File: config.mk
export PLATFORM = sky130hd
export DESIGN_NAME = lru_residency_with_pinning_core_flat
export DESIGN_NICKNAME = d
export VERILOG_FILES = /design/src/lrp_pkg.sv /design/src/lrp_in_if.sv /design/src/lrp_out_if.sv /design/src/lrp_ram.sv /design/src/lru_residency_with_pinning_core.sv /design/src/flat_wrapper.sv
export SDC_FILE = /design/constraint.sdc
export NUM_CORES = 1
export LEC_CHECK = 0
export ABC_AREA = 1
export ABC_CLOCK_PERIOD_IN_PS = 4690
export BUFFER_PORTS_ARGS = -buffer_cell sky130_fd_sc_hd__buf_4
export CAP_MARGIN = 20
export CORE_ASPECT_RATIO = 1.2
export CORE_MARGIN = 5
export CORE_UTILIZATION = 35
export CTS_BUF_LIST = sky130_fd_sc_hd__clkbuf_8
export CTS_CLUSTER_DIAMETER = 50
export DETAILED_ROUTE_END_ITERATION = 7
export HOLD_SLACK_MARGIN = 0.02
export SYNTH_ARGS = -nofsm -noshare
export SYNTH_HDL_FRONTEND = slang
export SYNTH_SLANG_ARGS = --single-unit
File: constraint.sdc
create_clock -name clk_i -period 4.69 [get_ports clk_i]
set_clock_uncertainty 0.15 [all_clocks]
set_input_delay 0.469 -clock clk_i [delete_from_list [all_inputs] [get_ports clk_i]]
set_output_delay 0.469 -clock clk_i [all_outputs]
set_load 0.01 [all_outputs]
File: src/lrp_pkg.sv
// ----------------------------------------------------------------------------
// lrp_pkg
// Shared types and constants of the LRU residency table with pinning.
// ----------------------------------------------------------------------------
package lrp_pkg;

  localparam int OP_W         = 3;
  localparam int KEY_W        = 16;
  localparam int STATUS_W     = 2;
  localparam int MAXR_W       = 5;
  localparam int MAX_RESULTS  = 16;
  localparam int NRES_W       = $clog2(MAX_RESULTS + 1);
  localparam int CAPACITY_DEF = 16;
  localparam int KEY_BITS_DEF = 16;

  localparam logic [MAXR_W-1:0] MAXR_RESET = 5'd16;

  typedef enum logic [OP_W-1:0] {
    OP_TOUCH  = 3'd0,
    OP_PIN    = 3'd1,
    OP_UNPIN  = 3'd2,
    OP_FORGET = 3'd3,
    OP_EVALL  = 3'd4,
    OP_TRIM   = 3'd5
  } op_e;

  typedef enum logic [STATUS_W-1:0] {
    ST_OK     = 2'd0,
    ST_REJECT = 2'd1,
    ST_ABSENT = 2'd2
  } status_e;

  typedef enum logic [1:0] {
    MODE_LIMIT = 2'd0,
    MODE_ALL   = 2'd1,
    MODE_ROOM  = 2'd2
  } ev_mode_e;

  typedef enum logic [8:0] {
    S_IDLE   = 9'b000000001,
    S_FIND   = 9'b000000010,
    S_DECIDE = 9'b000000100,
    S_SCAN   = 9'b000001000,
    S_RDKEY  = 9'b000010000,
    S_EMIT   = 9'b000100000,
    S_INSERT = 9'b001000000,
    S_CHECK  = 9'b010000000,
    S_FLUSH  = 9'b100000000
  } state_e;

endpackage

File: src/lrp_in_if.sv
// ----------------------------------------------------------------------------
// lrp_in_if
// Request channel: operation and key, valid/ready.
// ----------------------------------------------------------------------------
interface lrp_in_if import lrp_pkg::*; ();
  logic              valid;
  logic              ready;
  logic [OP_W-1:0]   operation;
  logic [KEY_W-1:0]  key;

  modport source (output valid, operation, key, input ready);
  modport sink   (input valid, operation, key, output ready);
endinterface

File: src/lrp_out_if.sv
// ----------------------------------------------------------------------------
// lrp_out_if
// Result channel: one beat per eviction or one empty beat, valid/ready.
// ----------------------------------------------------------------------------
interface lrp_out_if import lrp_pkg::*; ();
  logic                valid;
  logic                ready;
  logic                hit;
  logic [STATUS_W-1:0] status;
  logic                evicted_valid;
  logic [KEY_W-1:0]    evicted_key;
  logic                last;

  modport source (output valid, hit, status, evicted_valid, evicted_key, last,
                  input ready);
  modport sink   (input valid, hit, status, evicted_valid, evicted_key, last,
                  output ready);
endinterface

File: src/lrp_ram.sv
// ----------------------------------------------------------------------------
// lrp_ram
// Generic single-write, single-read RAM with registered read data.
// ----------------------------------------------------------------------------
module lrp_ram #(
  parameter int WIDTH = 16,
  parameter int DEPTH = 16
) (
  input  logic                     clk_i,
  input  logic                     we_i,
  input  logic [$clog2(DEPTH)-1:0] waddr_i,
  input  logic [WIDTH-1:0]         wdata_i,
  input  logic                     re_i,
  input  logic [$clog2(DEPTH)-1:0] raddr_i,
  output logic [WIDTH-1:0]         rdata_o
);

  logic [WIDTH-1:0] mem_q [DEPTH];

  always_ff @(posedge clk_i) begin
    if (we_i) begin
      mem_q[waddr_i] <= wdata_i;
    end
    if (re_i) begin
      rdata_o <= mem_q[raddr_i];
    end
  end

endmodule

File: src/lru_residency_with_pinning_core.sv
// ----------------------------------------------------------------------------
// lru_residency_with_pinning_core
// Recency-ordered residency table with pin bits; reports evicted keys.
// ----------------------------------------------------------------------------
// Operation: key lookup walks the key RAM; each eviction then takes a rank
//   scan, a key read and an emit step, plus a limit check step before every
//   eviction but the one that makes room for an insert.
// Requests: one request at a time; the next request is taken once the
//   last beat is staged.
// Reset: asynchronous, clears all entries, count and limit (16); key RAM
//   contents are not cleared, no clearing pass.
module lru_residency_with_pinning_core import lrp_pkg::*; #(
  parameter int CAPACITY = CAPACITY_DEF,
  parameter int KEY_BITS = KEY_BITS_DEF
) (
  input  logic              clk_i,
  input  logic              rst_ni,
  input  logic              max_resident_we_i,
  input  logic [MAXR_W-1:0] max_resident_i,
  lrp_in_if.sink            in_i,
  lrp_out_if.source         out_o
);

  localparam int IW  = $clog2(CAPACITY);
  localparam int CW  = $clog2(CAPACITY + 1);
  localparam int SKW = (KEY_BITS < KEY_W) ? KEY_BITS : KEY_W;
  localparam int MW  = (CW > MAXR_W) ? CW : MAXR_W;

  state_e   state_q, state_d;
  op_e      op_q, op_d;
  ev_mode_e mode_q, mode_d;
  status_e  status_q, status_d;

  logic [SKW-1:0]    key_q, key_d;
  logic              hit_q, hit_d;
  logic              found_q, found_d;
  logic [IW-1:0]     fidx_q, fidx_d;
  logic [IW-1:0]     frank_q, frank_d;
  logic [IW:0]       scan_q, scan_d;
  logic              rv_q, rv_d;
  logic [IW-1:0]     ridx_q, ridx_d;
  logic [IW-1:0]     best_q, best_d;
  logic [IW-1:0]     brank_q, brank_d;
  logic              bvld_q, bvld_d;
  logic [NRES_W-1:0] nres_q, nres_d;
  logic [CW-1:0]     count_q, count_d;
  logic [MAXR_W-1:0] max_q;
  logic              pend_vld_q, pend_vld_d;
  logic [SKW-1:0]    pend_key_q, pend_key_d;

  logic [CAPACITY-1:0] valid_q, valid_d;
  logic [CAPACITY-1:0] pin_q, pin_d;
  logic [IW-1:0]       rank_q [CAPACITY];
  logic [IW-1:0]       rank_d [CAPACITY];

  logic           ram_re, ram_we;
  logic [IW-1:0]  ram_raddr;
  logic [SKW-1:0] ram_rdata;

  logic [IW-1:0] sel_idx, slot;
  logic          sel_valid, sel_pin;
  logic [IW-1:0] sel_rank;
  logic          cand, better;

  logic          rm_en, pr_en, ins_en;
  logic [IW-1:0] act_idx, act_rank;

  logic           push, push_ev, push_last, can_push;
  logic [SKW-1:0] push_key;
  logic           in_acc;

  lrp_ram #(.WIDTH(SKW), .DEPTH(CAPACITY)) u_key_ram (
    .clk_i   (clk_i),
    .we_i    (ram_we),
    .waddr_i (slot),
    .wdata_i (key_q),
    .re_i    (ram_re),
    .raddr_i (ram_raddr),
    .rdata_o (ram_rdata)
  );

  assign in_i.ready = (state_q == S_IDLE);
  assign in_acc     = in_i.valid && in_i.ready;
  assign can_push   = !out_o.valid || out_o.ready;

  assign sel_idx   = (state_q == S_FIND) ? ridx_q : scan_q[IW-1:0];
  assign sel_valid = valid_q[sel_idx];
  assign sel_pin   = pin_q[sel_idx];
  assign sel_rank  = rank_q[sel_idx];
  assign cand      = sel_valid && !sel_pin;
  assign better    = !bvld_q || ((mode_q == MODE_ALL) ? (sel_rank < brank_q)
                                                      : (sel_rank > brank_q));

  always_comb begin
    slot = '0;
    for (int j = CAPACITY - 1; j >= 0; j--) begin
      if (!valid_q[j]) slot = IW'(j);
    end
  end

  always_comb begin
    state_d    = state_q;
    op_d       = op_q;
    mode_d     = mode_q;
    status_d   = status_q;
    key_d      = key_q;
    hit_d      = hit_q;
    found_d    = found_q;
    fidx_d     = fidx_q;
    frank_d    = frank_q;
    scan_d     = scan_q;
    rv_d       = rv_q;
    ridx_d     = ridx_q;
    best_d     = best_q;
    brank_d    = brank_q;
    bvld_d     = bvld_q;
    nres_d     = nres_q;
    count_d    = count_q;
    pend_vld_d = pend_vld_q;
    pend_key_d = pend_key_q;
    ram_re     = 1'b0;
    ram_we     = 1'b0;
    ram_raddr  = scan_q[IW-1:0];
    rm_en      = 1'b0;
    pr_en      = 1'b0;
    ins_en     = 1'b0;
    act_idx    = fidx_q;
    act_rank   = frank_q;
    push       = 1'b0;
    push_ev    = 1'b0;
    push_key   = '0;
    push_last  = 1'b0;

    unique case (state_q)
      S_IDLE: begin
        if (in_acc) begin
          op_d       = op_e'(in_i.operation);
          key_d      = in_i.key[SKW-1:0];
          hit_d      = 1'b0;
          status_d   = ST_OK;
          nres_d     = '0;
          pend_vld_d = 1'b0;
          found_d    = 1'b0;
          scan_d     = '0;
          rv_d       = 1'b0;
          case (in_i.operation) inside
            OP_TOUCH, OP_PIN, OP_UNPIN, OP_FORGET: state_d = S_FIND;
            OP_EVALL: begin
              mode_d  = MODE_ALL;
              state_d = S_CHECK;
            end
            OP_TRIM: begin
              mode_d  = MODE_LIMIT;
              state_d = S_CHECK;
            end
            default: state_d = S_FLUSH;
          endcase
        end
      end
      S_FIND: begin
        rv_d = 1'b0;
        if (scan_q < (IW+1)'(CAPACITY)) begin
          ram_re    = 1'b1;
          ram_raddr = scan_q[IW-1:0];
          scan_d    = scan_q + 1'b1;
          rv_d      = 1'b1;
          ridx_d    = scan_q[IW-1:0];
        end
        if (rv_q && sel_valid && (ram_rdata == key_q)) begin
          found_d = 1'b1;
          fidx_d  = ridx_q;
          frank_d = sel_rank;
          rv_d    = 1'b0;
          state_d = S_DECIDE;
        end else if (!rv_q && (scan_q == (IW+1)'(CAPACITY))) begin
          state_d = S_DECIDE;
        end
      end
      S_DECIDE: begin
        state_d = S_FLUSH;
        case (op_q)
          OP_TOUCH, OP_PIN: begin
            if (found_q) begin
              hit_d = 1'b1;
              pr_en = 1'b1;
            end else if (count_q == CW'(CAPACITY)) begin
              mode_d  = MODE_ROOM;
              scan_d  = '0;
              bvld_d  = 1'b0;
              state_d = S_SCAN;
            end else begin
              state_d = S_INSERT;
            end
          end
          OP_UNPIN, OP_FORGET: begin
            if (found_q) begin
              hit_d = 1'b1;
              if (op_q == OP_FORGET) begin
                rm_en   = 1'b1;
                count_d = count_q - 1'b1;
              end
            end else begin
              status_d = ST_ABSENT;
            end
          end
          default: state_d = S_FLUSH;
        endcase
      end
      S_SCAN: begin
        if (cand && better) begin
          best_d  = scan_q[IW-1:0];
          brank_d = sel_rank;
        end
        bvld_d = bvld_q || cand;
        if (scan_q == (IW+1)'(CAPACITY - 1)) begin
          if (!(bvld_q || cand)) begin
            if (mode_q == MODE_ROOM) status_d = ST_REJECT;
            state_d = S_FLUSH;
          end else begin
            state_d = S_RDKEY;
          end
        end else begin
          scan_d = scan_q + 1'b1;
        end
      end
      S_RDKEY: begin
        ram_re    = 1'b1;
        ram_raddr = best_q;
        state_d   = S_EMIT;
      end
      S_EMIT: begin
        if (!pend_vld_q || can_push) begin
          push       = pend_vld_q;
          push_ev    = 1'b1;
          push_key   = pend_key_q;
          pend_key_d = ram_rdata;
          pend_vld_d = 1'b1;
          nres_d     = nres_q + 1'b1;
          rm_en      = 1'b1;
          act_idx    = best_q;
          act_rank   = brank_q;
          count_d    = count_q - 1'b1;
          state_d    = (mode_q == MODE_ROOM) ? S_INSERT : S_CHECK;
        end
      end
      S_INSERT: begin
        ram_we  = 1'b1;
        ins_en  = 1'b1;
        act_idx = slot;
        count_d = count_q + 1'b1;
        mode_d  = MODE_LIMIT;
        state_d = S_CHECK;
      end
      S_CHECK: begin
        if ((nres_q < NRES_W'(MAX_RESULTS)) &&
            ((mode_q == MODE_ALL) || (MW'(count_q) > MW'(max_q)))) begin
          scan_d  = '0;
          bvld_d  = 1'b0;
          state_d = S_SCAN;
        end else begin
          state_d = S_FLUSH;
        end
      end
      S_FLUSH: begin
        if (can_push) begin
          push       = 1'b1;
          push_ev    = pend_vld_q;
          push_key   = pend_vld_q ? pend_key_q : '0;
          push_last  = 1'b1;
          pend_vld_d = 1'b0;
          state_d    = S_IDLE;
        end
      end
      default: state_d = S_IDLE;
    endcase
  end

  // entry table update: remove, promote, insert or unpin, at most one per cycle
  always_comb begin
    valid_d = valid_q;
    pin_d   = pin_q;
    rank_d  = rank_q;
    if (rm_en) begin
      for (int j = 0; j < CAPACITY; j++) begin
        if (valid_q[j] && (rank_q[j] > act_rank)) rank_d[j] = rank_q[j] - 1'b1;
      end
      valid_d[act_idx] = 1'b0;
      pin_d[act_idx]   = 1'b0;
      rank_d[act_idx]  = '0;
    end else if (pr_en) begin
      for (int j = 0; j < CAPACITY; j++) begin
        if (valid_q[j] && (rank_q[j] < act_rank)) rank_d[j] = rank_q[j] + 1'b1;
      end
      rank_d[act_idx] = '0;
      if (op_q == OP_PIN) pin_d[act_idx] = 1'b1;
    end else if (ins_en) begin
      for (int j = 0; j < CAPACITY; j++) begin
        if (valid_q[j]) rank_d[j] = rank_q[j] + 1'b1;
      end
      valid_d[act_idx] = 1'b1;
      pin_d[act_idx]   = (op_q == OP_PIN);
      rank_d[act_idx]  = '0;
    end else if ((state_q == S_DECIDE) && found_q && (op_q == OP_UNPIN)) begin
      pin_d[fidx_q] = 1'b0;
    end
  end

  always_ff @(posedge clk_i or negedge rst_ni) begin
    if (!rst_ni) begin
      state_q    <= S_IDLE;
      op_q       <= OP_TOUCH;
      mode_q     <= MODE_LIMIT;
      status_q   <= ST_OK;
      hit_q      <= 1'b0;
      found_q    <= 1'b0;
      fidx_q     <= '0;
      frank_q    <= '0;
      scan_q     <= '0;
      rv_q       <= 1'b0;
      ridx_q     <= '0;
      best_q     <= '0;
      brank_q    <= '0;
      bvld_q     <= 1'b0;
      nres_q     <= '0;
      count_q    <= '0;
      max_q      <= MAXR_RESET;
      pend_vld_q <= 1'b0;
      valid_q    <= '0;
      pin_q      <= '0;
      for (int j = 0; j < CAPACITY; j++) rank_q[j] <= '0;
      out_o.valid <= 1'b0;
    end else begin
      state_q    <= state_d;
      op_q       <= op_d;
      mode_q     <= mode_d;
      status_q   <= status_d;
      hit_q      <= hit_d;
      found_q    <= found_d;
      fidx_q     <= fidx_d;
      frank_q    <= frank_d;
      scan_q     <= scan_d;
      rv_q       <= rv_d;
      ridx_q     <= ridx_d;
      best_q     <= best_d;
      brank_q    <= brank_d;
      bvld_q     <= bvld_d;
      nres_q     <= nres_d;
      count_q    <= count_d;
      pend_vld_q <= pend_vld_d;
      valid_q    <= valid_d;
      pin_q      <= pin_d;
      rank_q     <= rank_d;
      if (max_resident_we_i) max_q <= max_resident_i;
      if (push) begin
        out_o.valid <= 1'b1;
      end else if (out_o.ready) begin
        out_o.valid <= 1'b0;
      end
    end
  end

  always_ff @(posedge clk_i) begin
    key_q      <= key_d;
    pend_key_q <= pend_key_d;
    if (push) begin
      out_o.hit           <= hit_q;
      out_o.status        <= status_q;
      out_o.evicted_valid <= push_ev;
      out_o.evicted_key   <= KEY_W'(push_key);
      out_o.last          <= push_last;
    end
  end

endmodule

File: src/flat_wrapper.sv
// flat-port wrapper written by rule: the top's interface ports become plain ports
module lru_residency_with_pinning_core_flat import lrp_pkg::*;
#(
  parameter int CAPACITY = CAPACITY_DEF,
  parameter int KEY_BITS = KEY_BITS_DEF
)
  (clk_i, rst_ni, max_resident_we_i, max_resident_i, in_i_valid, in_i_operation, in_i_key, in_i_ready, out_o_valid, out_o_hit, out_o_status, out_o_evicted_valid, out_o_evicted_key, out_o_last, out_o_ready);
  lrp_in_if in_i_i ();
  lrp_out_if out_o_i ();
  input  logic clk_i;
  input  logic rst_ni;
  input  logic max_resident_we_i;
  input  logic [MAXR_W-1:0] max_resident_i;
  input wire logic [$bits(in_i_i.valid)-1:0] in_i_valid;
  input wire logic [$bits(in_i_i.operation)-1:0] in_i_operation;
  input wire logic [$bits(in_i_i.key)-1:0] in_i_key;
  output wire logic [$bits(in_i_i.ready)-1:0] in_i_ready;
  output wire logic [$bits(out_o_i.valid)-1:0] out_o_valid;
  output wire logic [$bits(out_o_i.hit)-1:0] out_o_hit;
  output wire logic [$bits(out_o_i.status)-1:0] out_o_status;
  output wire logic [$bits(out_o_i.evicted_valid)-1:0] out_o_evicted_valid;
  output wire logic [$bits(out_o_i.evicted_key)-1:0] out_o_evicted_key;
  output wire logic [$bits(out_o_i.last)-1:0] out_o_last;
  input wire logic [$bits(out_o_i.ready)-1:0] out_o_ready;
  assign in_i_i.valid = in_i_valid;
  assign in_i_i.operation = in_i_operation;
  assign in_i_i.key = in_i_key;
  assign in_i_ready = in_i_i.ready;
  assign out_o_valid = out_o_i.valid;
  assign out_o_hit = out_o_i.hit;
  assign out_o_status = out_o_i.status;
  assign out_o_evicted_valid = out_o_i.evicted_valid;
  assign out_o_evicted_key = out_o_i.evicted_key;
  assign out_o_last = out_o_i.last;
  assign out_o_i.ready = out_o_ready;
  lru_residency_with_pinning_core #(.CAPACITY(CAPACITY), .KEY_BITS(KEY_BITS)) u_core (.clk_i(clk_i), .rst_ni(rst_ni), .max_resident_we_i(max_resident_we_i), .max_resident_i(max_resident_i), .in_i(in_i_i), .out_o(out_o_i));
endmodule
==> Implementation_results.wiki <==
{| class="wikitable"
! Metric !! Value
|-
| Outcome || finished, final reports clean
|-
| Unrepaired setup endpoints after global routing || no
|-
| Number of nets produced by synthesis || between 3,000 and 4,000
|-
| Number of buffers inserted during clock tree synthesis || 87
|-
| Leading post-synthesis cells by instance count || 451 x nand2_1, 374 x o21ai_0, 325 x edfxtp_1, 325 x nor2_1, 280 x inv_1
|-
| Buffering stage count on the worst path with inverters included || 3
|-
| Most repeated cell in the gate-level netlist after synthesis || nand2_1
|-
| Clock root buffer || clkbuf_8
|-
| Detailed-route vias per instance || 5.35
|-
| Routed wirelength normalized by instance count || roughly 19 microns
|-
| Standby leakage power || ~0.012 uW
|-
| Combined area of all synthesized cells || 26,700 sq um
|-
| Post-layout instance area || around 30,000 sq um
|-
| Upper clock frequency limit || approximately 0.23 GHz
|-
| Yosys warning total || 0
|-
| Number of buffers inserted to repair setup after CTS || 0
|-
| Crit path cell chain || nor2_4 > nand3_2 > inv_2 > nand2_4 > nand2_1 > o21ai_4 > buf_4 > o21ai_0 > a21oi_1 > o311ai_0 > nand2_1 > inv_1 > ha_1 > a21oi_1 > o211ai_1 > o21ai_0 > a21oi_1 > nor2_1 > nand3_4 > nand2_1 > o21ai_1
|-
| Global-route congestion overflow total || 0
|-
| Violation count after the first detailed-route iteration || roughly 2,100
|-
| Total power of the final layout || 12,700 uW
|-
| EDFF count, synth || 325
|-
| Hold Crit Class || input port to async pin
|-
| Yosys top cell by area || edfxtp_1
|-
| Final critical delay including setup and external delays || 4.35 ns
|-
| Sequential share of the synthesized area || around half
|-
| Routability Congestion || approximately 0.86
|-
| Via count of the first global-routing pass || approximately 21,000
|-
| CP endpoint kind || flop
|-
| FF-to-FF Start || u_core.state_q[5]$_DFFE_PN0P_
|-
| 1st-pass router iterations || 6
|-
| Depth of the CTS H-tree || 3
|-
| Overall fraction of global-route tracks in use || around 19%
|-
| Die footprint || slightly above 80,000 sq um
|-
| Vias after detailed routing || roughly 22,000
|-
| DRC errors left || 0
|-
| Slew @ Worst Pin || roughly 1.0 ns
|-
| Largest voltage drop on the vdd net || 0.291 mV
|-
| Number of primary I/O pins || 52
|-
| Data arrival time at the worst-slack endpoint || 4.75 ns
|-
| Async set or reset register ratio after synthesis || 32.7%
|-
| Number of antenna violations at the first check in global routing || 1
|-
| Crit path required time || between 5 and 6 ns
|-
| Kind of cell adding the most delay to the critical path || compound AO/OA/AOI/OAI gates
|-
| Site Rows || 111
|-
| Die X || between 200 and 300 microns
|-
| CTS resizes || 0
|-
| Quantity of hold-fixing buffers added after cts || 36
|-
| Largest fanout of any net on the critical path || 29
|-
| Fin util || 40.0%
|-
| Total routed wirelength || between 70,000 and 80,000 microns
|-
| Port Buffer Count || 51
|-
| Final hold violation count || 0
|-
| Worst slew margin relative to its limit || 30.4%
|-
| Max Root-Sink Buffers || 3
|-
| Initial Utilization || between 30% and 40%
|-
| Half-perimeter wire length of the detailed placement result || around 50,000 microns
|-
| Slack of the critical path || ~0.34 ns
|-
| Crit path kind || flop to flop
|-
| Largest net degree at the start of global routing || 83
|-
| TritonCTS clock tree || yes
|-
| Number of pins with negative max-slew slack in the final report || 0
|-
| Die span in y || about 310 microns
|-
| Number of nets still failing antenna checks after routing || 0
|-
| Layout cell share with drive strength beyond 1 || between 10% and 20%
|-
| Longest individual stage delay on the worst path || ~0.65 ns
|-
| Latest clock arrival within the worst-skew pair || roughly 0.69 ns
|-
| Max cap viols || 0
|-
| Register bit count reported by yosys || just under 500
|-
| Synthesized area divided by synthesized cell count || 9.04 sq um
|-
| Share of the clock period used by the worst path after layout || ~90%
|-
| Global-route wire length before repair || 122,000 microns
|-
| Biggest area contributors in the synthesized netlist || edfxtp_1 37%, dfrtp_1 15%, o21ai_0 7.0%
|-
| Reg clk slew, reported paths || ~0.060 ns
|-
| Number of library cell types mapped by synthesis || 67
|-
| Final count of negative-setup-slack endpoints || 0
|-
| DP Worst Slack || approximately 0.35 ns
|-
| Area Growth Syn to Fin || 14.0%
|-
| CP Launch Point || u_core.state_q[5]$_DFFE_PN0P_
|-
| Most common flop cell mapped by yosys || edfxtp_1
|-
| Power per standard cell area || around 420 nW/um^2
|-
| Worst-path cell with the longest stage delay || o311ai_0
|-
| Proportion of netlist area held by the largest area contributor || a little over a third
|-
| Nets || approximately 3,200
|-
| Synthesized netlist cell count || 2,956
|-
| Worst setup SP type || flop
|-
| Number of clock sinks || 483
|-
| Post-Place Cell Area || between 20,000 and 30,000 sq um
|-
| Core outline area || ~76,000 sq um
|-
| Summed negative setup slack over all endpoints || 0 ns
|}
placed cells by master (no fill, tap or decap), types with 5 or more instances in the layout:
cell	netlist	final
o21ai_2	1	5
nand2_2	8	8
o21ai_0	374	371
a211oi_1	12	12
nand3_1	142	142
nor2_2	8	21
o211ai_1	74	74
ha_1	112	112
buf_12	0	6
o221ai_1	51	51
o21ai_1	34	31
dfrtp_1	156	156
nand2_1	451	451
a221oi_1	9	9
clkinv_1	3	18
xnor2_1	19	19
buf_4	4	100
nor3_1	21	21
o21bai_1	13	13
xor2_1	54	54
o311ai_0	6	6
or2_2	6	6
dlygate4sd3_1	0	36
a21oi_1	158	158
nand4_1	38	38
nor2_4	6	9
clkinv_2	0	21
edfxtp_1	325	325
clkbuf_8	0	92
o22ai_1	37	36
inv_1	280	301
nor4_1	13	13
inv_2	21	20
a22oi_1	8	8
nor2_1	325	309
worst register-to-register path: stages (launching register included):
cell and delay, ns:
dfrtp_1 0.43, nor2_4 0.16, nand3_2 0.13, inv_2 0.13
nand2_4 0.12, nand2_1 0.14, o21ai_4 0.09, buf_4 0.23
o21ai_0 0.20, a21oi_1 0.05, o311ai_0 0.65, nand2_1 0.30
inv_1 0.13, ha_1 0.25, a21oi_1 0.17, o211ai_1 0.12
o21ai_0 0.16, a21oi_1 0.07, nor2_1 0.18, nand3_4 0.21
nand2_1 0.10, o21ai_1 0.06
metal layers:
metal	share of wire, %	vias to the layer above	global-route usage, %
met5	0	-	0
met4	3.4	0	6.63
met3	5.7	176	3.18
met2	48	759	31.3
met1	43	10600	24.0
li1	-	10600	-
sequential cells by signal, summed over array words and instances (netlist names), 3 cells and up, named ones only:
signal                    cells
u_core.frank_q                4
u_core.nres_q                 5
u_core.fidx_q                 4
u_core.scan_q                 5
u_core.u_key_ram.rdata_o     16
u_core.pin_q                 16
u_core.brank_q                4
u_core.ridx_q                 4
u_core.out_o.evicted_key     16
u_core.best_q                 4
u_core.u_key_ram.mem_q      256
u_core.rank_q                64
u_core.pend_key_q            16
u_core.op_q                   3
u_core.state_q                9
u_core.key_q                 16
u_core.count_q                5
u_core.max_q                  5
logic make-up (layout without fill, tap and decap cells):
logic type | count (synthesis) | after routing | synth area share (%)
AO/OA/AOI/OAI | 810 | 810 | 17.9
adder cells (fa/ha/maj) | 113 | 113 | 5.32
buffers and inverters | 440 | 608 | 6.48
XOR/XNOR | 73 | 73 | 2.39
flip-flops | 483 | 483 | 51.3
AND/OR/NAND/NOR | 1033 | 1033 | 16.5
multiplexers | 4 | 4 | 0.154
other | 0 | 1 | 0
where the power goes:
| group | switching (uW) | total [uW] | internal (uW) | leakage, uW |
|---|---|---|---|---|
| logic | 2140 | 3270 | 1130 | 0.00621 |
| clock network | 1870 | 3930 | 2070 | 0.000963 |
| registers | 513 | 5540 | 5020 | 0.00491 |
| total | 4520 | 12700 | 8220 | 0.0121 |
metrics by stage:
step | std cells | hold WS, ns
after global placement | 3945 | 0.286
after CTS | 4141 | 0.257
after detailed placement | 3945 | 0.280
after global routing | 4142 | 0.307
final | 4142 | 0.243
after floorplan | 2956 | 0.0234
cell type report:
cell class	instances	area, sq um
Fill cell	7656	45600
Sequential cell	483	13700
Multi-Input combinational cell	2033	11400
Tap cell	1017	1270
Clock buffer	92	1270
Timing Repair Buffer	143	1240
Inverter	305	1150
Clock inverter	68	444
Antenna cell	1	2.50
path summary, 6_finish.rpt:
check / depth (start not counted) / slack (ns) / endpoint
min in group clk_i: 0 / 0.30 / u_core.out_o.status[0]$_DFFE_PP_
worst min register to register: 0 / 0.30 / u_core.out_o.status[0]$_DFFE_PP_
worst min-delay path: 2 / 0.24 / u_core.rank_q[43]$_DFFE_PN0P_
max in group asynchronous: 3 / 3.08 / u_core.max_q[4]$_DFFE_PN1P_
worst max-delay path: 21 / 0.34 / u_core.best_q[0]$_DFFE_PN0P_
worst max register to register: 21 / 0.34 / u_core.best_q[0]$_DFFE_PN0P_
No activity file was read; power rests on OpenSTA's default activity.
